$ cat config.mk
export PLATFORM = sky130hd
export DESIGN_NAME = usg_queue
export DESIGN_NICKNAME = d
export VERILOG_FILES = /design/src/design/usg_pkg.sv /design/src/design/usg_queue.sv
export SDC_FILE = /design/constraint.sdc
export NUM_CORES = 1
export LEC_CHECK = 0
export BUFFER_PORTS_ARGS = -buffer_cell sky130_fd_sc_hd__buf_2
export CAP_MARGIN = 20
export CELL_PAD_IN_SITES_DETAIL_PLACEMENT = 0
export CELL_PAD_IN_SITES_GLOBAL_PLACEMENT = 1
export CORE_AREA = 3 3 175 246
export CTS_CLUSTER_DIAMETER = 40
export DETAILED_ROUTE_END_ITERATION = 12
export DIE_AREA = 0 0 178 249
export PLACE_DENSITY = 0.81
export SYNTH_ARGS = -nofsm -noshare
export SYNTH_HDL_FRONTEND = slang
export SYNTH_SLANG_ARGS = --single-unit
export TNS_END_PERCENT = 30
$ cat constraint.sdc
create_clock -name clk -period 9.3 [get_ports clk]
set_clock_uncertainty 0.2 [all_clocks]
set_input_delay 1.86 -clock clk [delete_from_list [all_inputs] [get_ports clk]]
set_output_delay 1.86 -clock clk [all_outputs]
set_load 0.02 [all_outputs]
$ cat src/design/usg_pkg.sv
// Shared types, constants and helpers for the sphere mesh generator.
// Depends on nothing.
`default_nettype none
package usg_pkg;
  localparam int MAX_SEGMENTS = 256;
  localparam int ANGLE_BITS   = 16;
  localparam int COORD_BITS   = 17;
  localparam int CORDIC_STEPS = 28;
  localparam int CW           = 34;
  localparam int QDEPTH       = 4;
  localparam int QAW          = 2;

  localparam logic [1:0] REG_RADIUS = 2'd0;
  localparam logic [1:0] REG_SEGS   = 2'd1;
  localparam logic [1:0] REG_SMOOTH = 2'd2;

  localparam logic signed [CW-1:0] CORDIC_X0 = CW'(652032874);
  localparam logic signed [32:0] COORD_LIM = 33'((1 << (COORD_BITS - 1)) - 1);

  localparam logic [31:0] ATAN_TURN [CORDIC_STEPS] = '{
    32'h20000000, 32'h12E4051E, 32'h09FB385B, 32'h051111D4, 32'h028B0D43,
    32'h0145D7E1, 32'h00A2F61E, 32'h00517C55, 32'h0028BE53, 32'h00145F2F,
    32'h000A2F98, 32'h000517CC, 32'h00028BE6, 32'h000145F3, 32'h0000A2F9,
    32'h0000517C, 32'h000028BE, 32'h0000145F, 32'h00000A2F, 32'h00000517,
    32'h0000028B, 32'h00000145, 32'h000000A2, 32'h00000051, 32'h00000028,
    32'h00000014, 32'h0000000A, 32'h00000005
  };

  typedef struct packed {
    logic signed [COORD_BITS-1:0] coord_x;
    logic signed [COORD_BITS-1:0] coord_y;
    logic signed [COORD_BITS-1:0] coord_z;
    logic [14:0] corner_a;
    logic [14:0] corner_b;
    logic [14:0] corner_c;
    logic        edge_ab;
    logic        edge_bc;
    logic        edge_ca;
    logic        smooth;
    logic        err;
  } res_t;

  typedef struct packed {
    logic                  cordic;
    logic [ANGLE_BITS-1:0] ang_p;
    logic [ANGLE_BITS-1:0] ang_t;
    logic [15:0]           radius;
    res_t                  res;
  } req_t;

  // Q30 product, round half up.
  function automatic logic signed [32:0] mul_q30(input logic signed [31:0] a,
                                                 input logic signed [31:0] b);
    logic signed [63:0] p;
    p = a * b;
    p = p + 64'sd536870912;
    return 33'(p >>> 30);
  endfunction

  function automatic logic signed [COORD_BITS-1:0] sat(input logic signed [32:0] v);
    logic signed [32:0] w;
    if (v > COORD_LIM) w = COORD_LIM;
    else if (v < -COORD_LIM) w = -COORD_LIM;
    else w = v;
    return w[COORD_BITS-1:0];
  endfunction
endpackage
`default_nettype wire

$ cat src/design/usg_queue.sv
// Short request queue between front end and back end.
// Depends on usg_pkg.
`default_nettype none
module usg_queue (
  input  wire logic          clk,
  input  wire logic          rst_n,
  input  wire logic          push,
  input  usg_pkg::req_t      wr_data,
  output logic               not_full,
  input  wire logic          pop,
  output logic               not_empty,
  output usg_pkg::req_t      rd_data
);
  usg_pkg::req_t                 mem_r [usg_pkg::QDEPTH];
  logic [usg_pkg::QAW-1:0]       wp_r, rp_r;
  logic [usg_pkg::QAW:0]         cnt_r;

  assign not_full  = cnt_r != (usg_pkg::QAW+1)'(usg_pkg::QDEPTH);
  assign not_empty = cnt_r != '0;
  assign rd_data   = mem_r[rp_r];

  always_ff @(posedge clk) begin
    if (push) mem_r[wp_r] <= wr_data;
  end

  always_ff @(posedge clk) begin
    if (!rst_n) begin
      wp_r  <= '0;
      rp_r  <= '0;
      cnt_r <= '0;
    end else begin
      if (push) wp_r <= wp_r + 1'b1;
      if (pop)  rp_r <= rp_r + 1'b1;
      cnt_r <= cnt_r + (usg_pkg::QAW+1)'(push) - (usg_pkg::QAW+1)'(pop);
    end
  end
endmodule
`default_nettype wire

==> results of run 1 <==
[final cells by class]
class,count,area (sq um)
well taps,540,676
repair buffers,318,1620
clock buffers,62,1420
clock inverters,41,404
fillers,2790,15100
diodes,14,35.0
flip-flops and latches,609,18200
inverters,6,22.5
multi-input cells,178,3620
[worst max path at each step]
stage                     startpoint           end  slack, ns  depth (start not counted)
final                           flop  rd_data[137]       4.19                          3
after global routing            flop  rd_data[137]       3.86                          3
after CTS                       flop  rd_data[137]       4.02                          3
after detailed placement        flop  rd_data[137]       4.65                          3
after global placement          flop  rd_data[130]       4.64                          3
after floorplan                 push   mem_r[0][0]       3.29                          1
[sequential cells by signal, summed over array words and instances (netlist names), named ones only]
| name | count |
|---|---|
| mem_r | 600 |
| cnt_r | 3 |
| rp_r | 2 |
| wp_r | 2 |
[critical path: stages, from the launching register on]
cell	delay [ns]
dfxtp_4	0.77
buf_4	0.83
mux4_2	0.62
buf_2	0.18
[placed cells by master, fill, tap and decap left out, drive strengths merged]
cell type / n
a21bo: 1
a21oi: 1
and2: 5
buf: 318
bufinv: 6
clkbuf: 62
clkinv: 26
clkinvlp: 2
dfxtp: 9
diode: 14
edfxtp: 600
fa: 1
ha: 6
inv: 13
mux2i: 1
mux4: 150
nand2: 1
nand3b: 1
nor2: 7
or3: 1
xnor2: 2
xnor3: 1
[power by group through the flow]
stage | clock network [mW] | logic (mW) | registers (mW)
after floorplan | 0 | 0.419 | 3.25
after CTS | 2.29 | 0.636 | 3.20
after global placement | 0 | 0.626 | 3.25
after global routing | 2.39 | 0.666 | 3.21
final | 2.24 | 0.621 | 3.20
after detailed placement | 0 | 0.633 | 3.26
[through the flow]
| step | instances | instance area (sq um) |
|---|---|---|
| detailed placement | 1651 | 24200 |
| finish | 1768 | 26000 |
| CTS | 1754 | 26000 |
| global route | 1762 | 26000 |
| floorplan | 827 | 22100 |
| global placement | 1651 | 24200 |
[cell families after synthesis]
| family | count (synthesis) |
|---|---|
| adder cells (fa/ha/maj) | 7 |
| XOR/XNOR | 3 |
| AND/OR/NAND/NOR | 15 |
| buffers and inverters | 40 |
| multiplexers | 151 |
| AO/OA/AOI/OAI | 2 |
| flip-flops | 609 |
[layer usage]
metal | vias up | wire [microns]
li1 | 4283 | -
met5 | - | 34
met4 | 6 | 1550
met3 | 98 | 2770
met2 | 296 | 20800
met1 | 5163 | 15400
==> metrics, run 1 <==
Post-Synth Adder-Cell Area 0.00431; grt peak-use layer met2; worst setup margin around 4.2 ns; post-synth cell types 19; initial antenna violation count 14; largest net degree at the start of global routing 71; I/O Pins about 310; Final setup viols 0; number of global-route vias before repair 10400; H-Tree Level Count 2; Max-slew headroom 0.288; Yosys top cell by area edfxtp_1; sequential power share 0.528; Leak Pwr 8.71 nW; starting DRC count in detailed routing just under 600; Register-to-Register Path Depth 4; mean post-synth cell area approximately 27 sq um; sequential cell area fraction in the yosys report 0.825; Final TNS setup 0 ns; worst endpoint required time 7.24 ns; DIE HEIGHT ~250 microns; worst-path fanout max 47; worst reg2reg path endpoint mem_r[2][88]; drt first pass iters 4; post-synthesis mux area share 0.154; GR Layer Usage met2 0.302; critical path startpoint category flop; post-synth top area share 0.817; Compound-Gate Fraction of Synth Area 0.000680; DR vias/cell about 5.6; number of remaining DRC errors 0; post-DR wirelength/cell approximately 23 microns; initial core utilization 0.537; WS Path Type reg -> out; Reg-to-Reg Start wp_r[0]; Port-buffer cells 305; CTS buffer count 55; Synth Instances between 800 and 900; top cells by count, synth edfxtp_1, mux4_2, buf_2, buf_6, dfxtp_1; maximum vdd drop 0.173 mV; Worst-Margin Slew ~1.1 ns; hold depth 2; pre-CTS WS 4.65 ns; Post-synth EDFFs 600; Slew Limit Fails 0; Post-Route Utilization 0.633; Final Critical Period a little over 5 ns; Row Count 88; sw frac 0.226; main area contributors after synthesis edfxtp_1, mux4_2, dfxtp_1; highest clock rate roughly 200 MHz; Detail Route Antenna Nets 0; Post-synth top flop edfxtp_1; GR Util met3 0.0459; fraction of the mapped netlist area in simple logic gates 0.00340; RSZ-0062 raised after global routing false; Layout area overhead 17.9%; Tcrit/Tclk final 0.550; detailed-placement wirelength estimate 24300 microns; Root Driver clkbuf_16; Gate power share 0.103; total track usage 0.185; die width 178 microns; syn nets just under 1000; ys async rst share 0; die area 44300 sq um; Synth Cell Area approximately 22000 sq um; grt met1 use 0.240; final WL 40600 microns; CTS tree done; Power Density between 200 and 250 nW/um^2; Synth Area in XOR/XNOR 0.00181; Hold Slack 0.341 ns; Psw 1.37 mW; final RePlAce weighted congestion around 0.74; maxcap violations 0; post_cts resized 0; status completed; Clk network pwr share 0.369; first-pass GRT wire length 61800 microns; Clk Latency, worst-skew pair 0.57 ns; top-count cell post-synth edfxtp_1; Post CTS Setup Buffer Count 0; vias about 9800; Worst EP arrival a little over 3 ns; clock slew at reported path FFs 0.06 ns; Sink Count 609; total gr overflow 0; Final nets 1329; R2R Setup Slk about 6.7 ns; Post-CTS Hold Fix Bufs 0; Worst Hold Class reg -> reg; largest family of logic cells by synthesized area multiplexers; Power Total 6.05 mW; Worst Setup End Kind output pin; layout cell share with drive strength beyond 1 0.464; Clock Path Buffers 3; YS warnings 0; Yosys reg bits 609; Hold Vio Cnt, Final 0; Pint 4.69 mW; Hold Startpoint rp_r[1]; Core ar. about 41000 sq um
Note: power is estimated with default switching activity, not from simulation.
==> inputs of run 2 (changes only) <==
--- a/config.mk
+++ b/config.mk
@@ -5,15 +5,16 @@
 export SDC_FILE = /design/constraint.sdc
 export NUM_CORES = 1
 export LEC_CHECK = 0
+export ABC_AREA = 1
 export BUFFER_PORTS_ARGS = -buffer_cell sky130_fd_sc_hd__buf_2
 export CAP_MARGIN = 20
 export CELL_PAD_IN_SITES_DETAIL_PLACEMENT = 0
 export CELL_PAD_IN_SITES_GLOBAL_PLACEMENT = 1
-export CORE_AREA = 3 3 175 246
+export CORE_AREA = 3 3 196 274
 export CTS_CLUSTER_DIAMETER = 40
 export DETAILED_ROUTE_END_ITERATION = 12
-export DIE_AREA = 0 0 178 249
-export PLACE_DENSITY = 0.81
+export DIE_AREA = 0 0 199 277
+export PLACE_DENSITY = 0.76
 export SYNTH_ARGS = -nofsm -noshare
 export SYNTH_HDL_FRONTEND = slang
 export SYNTH_SLANG_ARGS = --single-unit
==> constraint.sdc (replaced) <==
create_clock -name clk -period 5.1 [get_ports clk]
set_clock_uncertainty 0.2 [all_clocks]
set_input_delay 1.02 -clock clk [delete_from_list [all_inputs] [get_ports clk]]
set_output_delay 1.02 -clock clk [all_outputs]
set_load 0.02 [all_outputs]
==> run 2 against run 1 <==
  * Area after synthesis up 9.0%
  * Critical path depth is 2 higher
  * Via count up 44%
  * Total power up 85%
  * Critical path type unchanged
  * Setup slack worse by 2.8 ns
  * Critical endpoint is now rd_data[56]
==> metrics, run 2 <==
Hold Vio Cnt, Final 0 (unchanged); DR vias/cell 5.04 (-9.5%); vias 14200 (+44%); first-pass GRT wire length 75400 microns (+22%); maximum vdd drop 0.320 mV (+86%); largest net degree at the start of global routing 94 (+32%); starting DRC count in detailed routing 606 (+4.3%); highest clock rate between 200 and 300 MHz; post-synth cell types 15 (-4); mean post-synth cell area 13.3 sq um (-50%); final RePlAce weighted congestion 0.758 (+2.7%); Sink Count 609 (unchanged); worst setup margin 1.40 ns (-2.79 ns); ys async rst share 0 (unchanged); R2R Setup Slk 2.69 ns (-3.98 ns); I/O Pins 306 (unchanged); Leak Pwr 10.9 nW (+25%); die area 55100 sq um (+24%); Regs by FF count mem_r (600), cnt_r (3); H-Tree Level Count 2 (unchanged); number of flip-flops under the largest register name 600 (unchanged); drt first pass iters 5 (+1); Yosys reg bits 609 (unchanged); pre-CTS WS 1.83 ns (-2.82 ns); Post CTS Setup Buffer Count 0 (unchanged); total gr overflow 0 (unchanged); critical path startpoint category flop; sequential cell area fraction in the yosys report 0.756 (-0.0683); detailed-placement wirelength estimate 29600 microns (+21%); Yosys top cell by area edfxtp_1; Max-slew headroom 0.368 (+0.0798); Power Density 399 nW/um^2 (+72%); initial core utilization 0.468 (-0.0690); status completed; clock slew at reported path FFs 0.06 ns (about the same); number of global-route vias before repair 14000 (+35%); syn nets 1966 (+99%); top-count cell post-synth edfxtp_1; Post-synth top flop edfxtp_1; Design Area, Final 28100 sq um (+7.9%); most frequent cells in the layout edfxtp_1, inv_1, nand2_1; total track usage 0.176 (-0.00898); RSZ-0062 raised after global routing false; number of remaining DRC errors 0 (unchanged); DIE HEIGHT 277 microns (+11%); Port-buffer cells 305 (unchanged); Synth Cell Area 24100 sq um (+9.0%); Row Count 98 (+11%); Final setup viols 0 (unchanged); worst-path fanout max 90 (+91%); Final TNS setup 0 ns (unchanged); initial antenna violation count 18 (+4); dpl cell area 26100 sq um (+8.0%); post_cts resized 0 (unchanged); Root Driver clkbuf_16; Post-Route Utilization 0.546 (-0.0873); Layout area overhead 16.6%; main area contributors after synthesis edfxtp_1, inv_1, nand2_1; Clk Latency, worst-skew pair 0.59 ns (+0.02 ns); YS warnings 0 (unchanged); Detail Route Antenna Nets 0 (unchanged); CTS tree done; Slew Limit Fails 0 (unchanged); Worst Setup End Kind output pin; Worst-Margin Slew 0.948 ns (-0.120 ns); Synth Instances 1805 (+120%); final WL 49300 microns (+22%); post-synth top area share 0.749 (-0.0676); Final Critical Period around 3.7 ns; maxcap violations 0 (unchanged); most common cell after layout, fill and taps aside edfxtp_1; CTS buffer count 60 (+9.1%); Core ar. 51400 sq um (+25%); worst endpoint required time 3.88 ns (-3.36 ns); die width 199 microns (+12%); top cells by count, synth edfxtp_1, inv_1, nand2_1, a21oi_1, o211ai_1; Post-synth EDFFs 600 (unchanged); Reg with most FFs mem_r; post-DR wirelength/cell 17.6 microns (-23%); Post-CTS Hold Fix Bufs 0 (unchanged); Clock Path Buffers 3 (unchanged); Final nets 2263 (+70%); Worst Hold Class reg -> reg; layout cell share with drive strength beyond 1 0.199 (-0.265); Worst EP arrival 2.48 ns (-0.57 ns); WS Path Type reg -> out; Tcrit/Tclk final 0.725
-- run 2: area by class of cell --
cell class,count,area (sq um)
Sequential cell,609,18200
Antenna cell,11,27.5
Inverter,315,1200
Clock inverter,38,357
Multi-Input combinational cell,781,3960
Fill cell,4252,23300
Tap cell,650,813
Clock buffer,68,1560
Timing Repair Buffer,335,1930
-- run 2: worst paths after layout --
| path | startpoint | end | cells past startpoint |
|---|---|---|---|
| max | flop | rd_data[56] | 5 |
| min | rp_r[1] | flop | 2 |
| max reg2reg | wp_r[0] | mem_r[3][92] | 4 |
| min reg2reg | rp_r[1] | flop | 2 |
-- run 2: where the power goes --
| part | internal [mW] | switching, mW |
|---|---|---|
| logic | 0.345 | 0.805 |
| registers | 5.73 | 0.0603 |
| clock network | 2.49 | 1.78 |
-- run 2: critical path: stages (launching register included) --
cell	delay [ns]
dfxtp_4	0.91
buf_12	0.43
a21oi_1	0.06
o21ai_0	0.19
nand2_1	0.09
buf_2	0.17
-- run 2: logic make-up after synthesis --
group                    after synthesis  share of synthesized area
adder cells (fa/ha/maj)                7                    0.00395
flip-flops                           609                      0.756
AO/OA/AOI/OAI                        460                      0.111
buffers and inverters                415                     0.0792
AND/OR/NAND/NOR                      314                     0.0491
-- run 2: layer usage --
| metal | track usage | routed length (microns) | vias to the layer above |
|---|---|---|---|
| met5 | 0 | 97 | - |
| met4 | 0.0572 | 1100 | 16 |
| met3 | 0.0499 | 3130 | 84 |
| met2 | 0.318 | 25800 | 284 |
| met1 | 0.199 | 19200 | 6867 |
| li1 | - | - | 6899 |
-- run 2: per-stage QoR --
stage	power, mW	std cells	hold slack, ns
4_1_cts	11.3	2795	0.262
5_1_grt	11.7	2802	0.311
6_report	11.2	2807	0.264
3_5_place_dp	7.07	2689	0.248
3_3_place_gp	7.03	2689	0.238
2_1_floorplan	6.64	1805	0.236
==> inputs of run 3 (changes only) <==
--- a/config.mk
+++ b/config.mk
@@ -5,15 +5,15 @@
 export SDC_FILE = /design/constraint.sdc
 export NUM_CORES = 1
 export LEC_CHECK = 0
-export ABC_AREA = 1
+export ABC_AREA = 0
 export BUFFER_PORTS_ARGS = -buffer_cell sky130_fd_sc_hd__buf_2
 export CAP_MARGIN = 20
 export CELL_PAD_IN_SITES_DETAIL_PLACEMENT = 0
 export CELL_PAD_IN_SITES_GLOBAL_PLACEMENT = 1
-export CORE_AREA = 3 3 196 274
+export CORE_AREA = 3 3 182 255
 export CTS_CLUSTER_DIAMETER = 40
 export DETAILED_ROUTE_END_ITERATION = 12
-export DIE_AREA = 0 0 199 277
+export DIE_AREA = 0 0 185 258
 export PLACE_DENSITY = 0.76
 export SYNTH_ARGS = -nofsm -noshare
 export SYNTH_HDL_FRONTEND = slang
==> constraint.sdc (replaced) <==
create_clock -name clk -period 3.8 [get_ports clk]
set_clock_uncertainty 0.2 [all_clocks]
set_input_delay 0.76 -clock clk [delete_from_list [all_inputs] [get_ports clk]]
set_output_delay 0.76 -clock clk [all_outputs]
set_load 0.02 [all_outputs]
==> run 3 against run 2 <==
  * Non-clock buffer count down 6
  * Combinational power rose by 39%
  * Sequential cell count stayed put
  * Highest routed layer unchanged
  * Utilization increased by 5.1 points
  * Global-route usage is 0.12 points higher
  * Worst hold slack got worse by 0.073 ns
  * Total power rose by 34%
  * First-iteration DRC count decreased by 4.1%
  * Clock-buffer cell count increased by 3
  * Via count down 30%
==> metrics, run 3 (synthesized netlist as in run 1, its figures left out) <==
number of flip-flops under the largest register name 600 (unchanged); drt first pass iters 4 (-1); Clk Latency, worst-skew pair 0.57 ns (-0.02 ns); post-DR wirelength/cell 23.3 microns (+33%); Worst Setup End Kind output pin; Detail Route Antenna Nets 0 (unchanged); Reg with most FFs mem_r; Row Count 91 (-7.1%); Slew Limit Fails 0 (unchanged); Final Critical Period ~3.4 ns; worst-path fanout max 27 (-70%); worst setup margin 0.443 ns (-0.958 ns); highest clock rate between 200 and 300 MHz; Max-slew headroom 0.492 (+0.124); most frequent cells in the layout edfxtp_1, buf_2, mux4_2; pre-CTS WS 0.938 ns (-0.893 ns); number of global-route vias before repair 10500 (-25%); first-pass GRT wire length 64000 microns (-15%); Leak Pwr 8.84 nW (-19%); clock slew at reported path FFs 0.06 ns (about the same); Root Driver clkbuf_16; Sink Count 609 (unchanged); total track usage 0.177 (+0.00118); WS Path Type reg -> out; detailed-placement wirelength estimate 25800 microns (-13%); DR vias/cell 5.52 (+9.4%); DIE HEIGHT 258 microns (-6.9%); Power Total 15.0 mW (+34%); Final setup viols 0 (unchanged); most common cell after layout, fill and taps aside edfxtp_1; Pint 11.7 mW (+36%); sw frac 0.224 (-0.0117); die area 47700 sq um (-13%); Port-buffer cells 305 (unchanged); initial core utilization 0.499 (+0.0312); Post CTS Setup Buffer Count 0 (unchanged); sequential power share 0.520 (+0.004); Clk network pwr share 0.373 (-0.008); Worst Hold Class in -> reg; Power Density 570 nW/um^2 (+43%); worst endpoint required time 2.84 ns (-1.04 ns); Hold Vio Cnt, Final 0 (unchanged); Post-Route Utilization 0.597 (+0.0506); Final TNS setup 0 ns (unchanged); Worst-Margin Slew 0.763 ns (-0.186 ns); Gate power share 0.106 (+0.003); largest net degree at the start of global routing 118 (+26%); Psw 3.37 mW (+27%); post_cts resized 0 (unchanged); maximum vdd drop 0.433 mV (+35%); status completed; Tcrit/Tclk final 0.883; final WL 41800 microns (-15%); H-Tree Level Count 2 (unchanged); R2R Setup Slk 1.71 ns (-0.98 ns); RSZ-0062 raised after global routing false; I/O Pins 306 (unchanged); CTS buffer count 57 (-5.0%); final RePlAce weighted congestion 0.696 (-8.2%); critical path startpoint category flop; Layout area overhead 19.5%; Regs by FF count mem_r (600), cnt_r (3); total gr overflow 0 (unchanged); maxcap violations 0 (unchanged); number of remaining DRC errors 0 (unchanged); die width 185 microns (-7.0%); Post-CTS Hold Fix Bufs 0 (unchanged); layout cell share with drive strength beyond 1 0.465 (+0.266); Core ar. 44200 sq um (-14%); CTS tree done; initial antenna violation count 10 (-8); starting DRC count in detailed routing 581 (-4.1%); Final nets 1342 (-41%); Clock Path Buffers 3 (unchanged); Worst EP arrival 2.40 ns (-0.08 ns); vias 9890 (-30%)
## run 3: cell type report
type	instances	area (sq um)
Inverter	6	22.5
Multi-Input combinational cell	178	3620
Tap cell	558	698
Sequential cell	609	18200
Clock inverter	35	355
Timing Repair Buffer	329	1920
Fill cell	3161	17800
Clock buffer	71	1520
Antenna cell	7	17.5
## run 3: power by group through the flow
stage | Clock, mW | Combinational (mW) | Sequential (mW)
2_1_floorplan | 0 | 1.03 | 7.94
3_3_place_gp | 0 | 1.62 | 7.94
3_5_place_dp | 0 | 1.63 | 7.96
4_1_cts | 5.76 | 1.64 | 7.82
5_1_grt | 6.03 | 1.72 | 7.84
6_report | 5.61 | 1.60 | 7.81
## run 3: worst max-delay path, stage by stage (launching register included)
cell     delay [ns]
dfxtp_4        0.77
buf_4          0.32
mux4_2         0.52
buf_2          0.19
## run 3: worst paths after layout
check                             startpoint            end  cells past startpoint
worst max register to register       wp_r[0]   mem_r[2][58]                      4
worst max-delay path                    flop    rd_data[64]                      3
worst min-delay path            wr_data[109]  mem_r[3][109]                      1
worst min register to register       rp_r[0]           flop                      2
## run 3: routing by layer
layer / vias to the layer above / track usage / routed length [microns]
met5: - / 0 / 56
met4: 8 / 0.0571 / 1160
met3: 76 / 0.0496 / 3020
met2: 321 / 0.295 / 21800
met1: 5186 / 0.228 / 15800
li1: 4299 / - / -
## run 3: through the flow
stage	cell area, sq um	std cells	hold WS (ns)
floorplan	22100	827	0.299
global placement	24500	1680	0.319
detailed placement	24500	1680	0.336
CTS	26300	1786	0.152
global route	26400	1791	0.169
finish	26400	1793	0.190
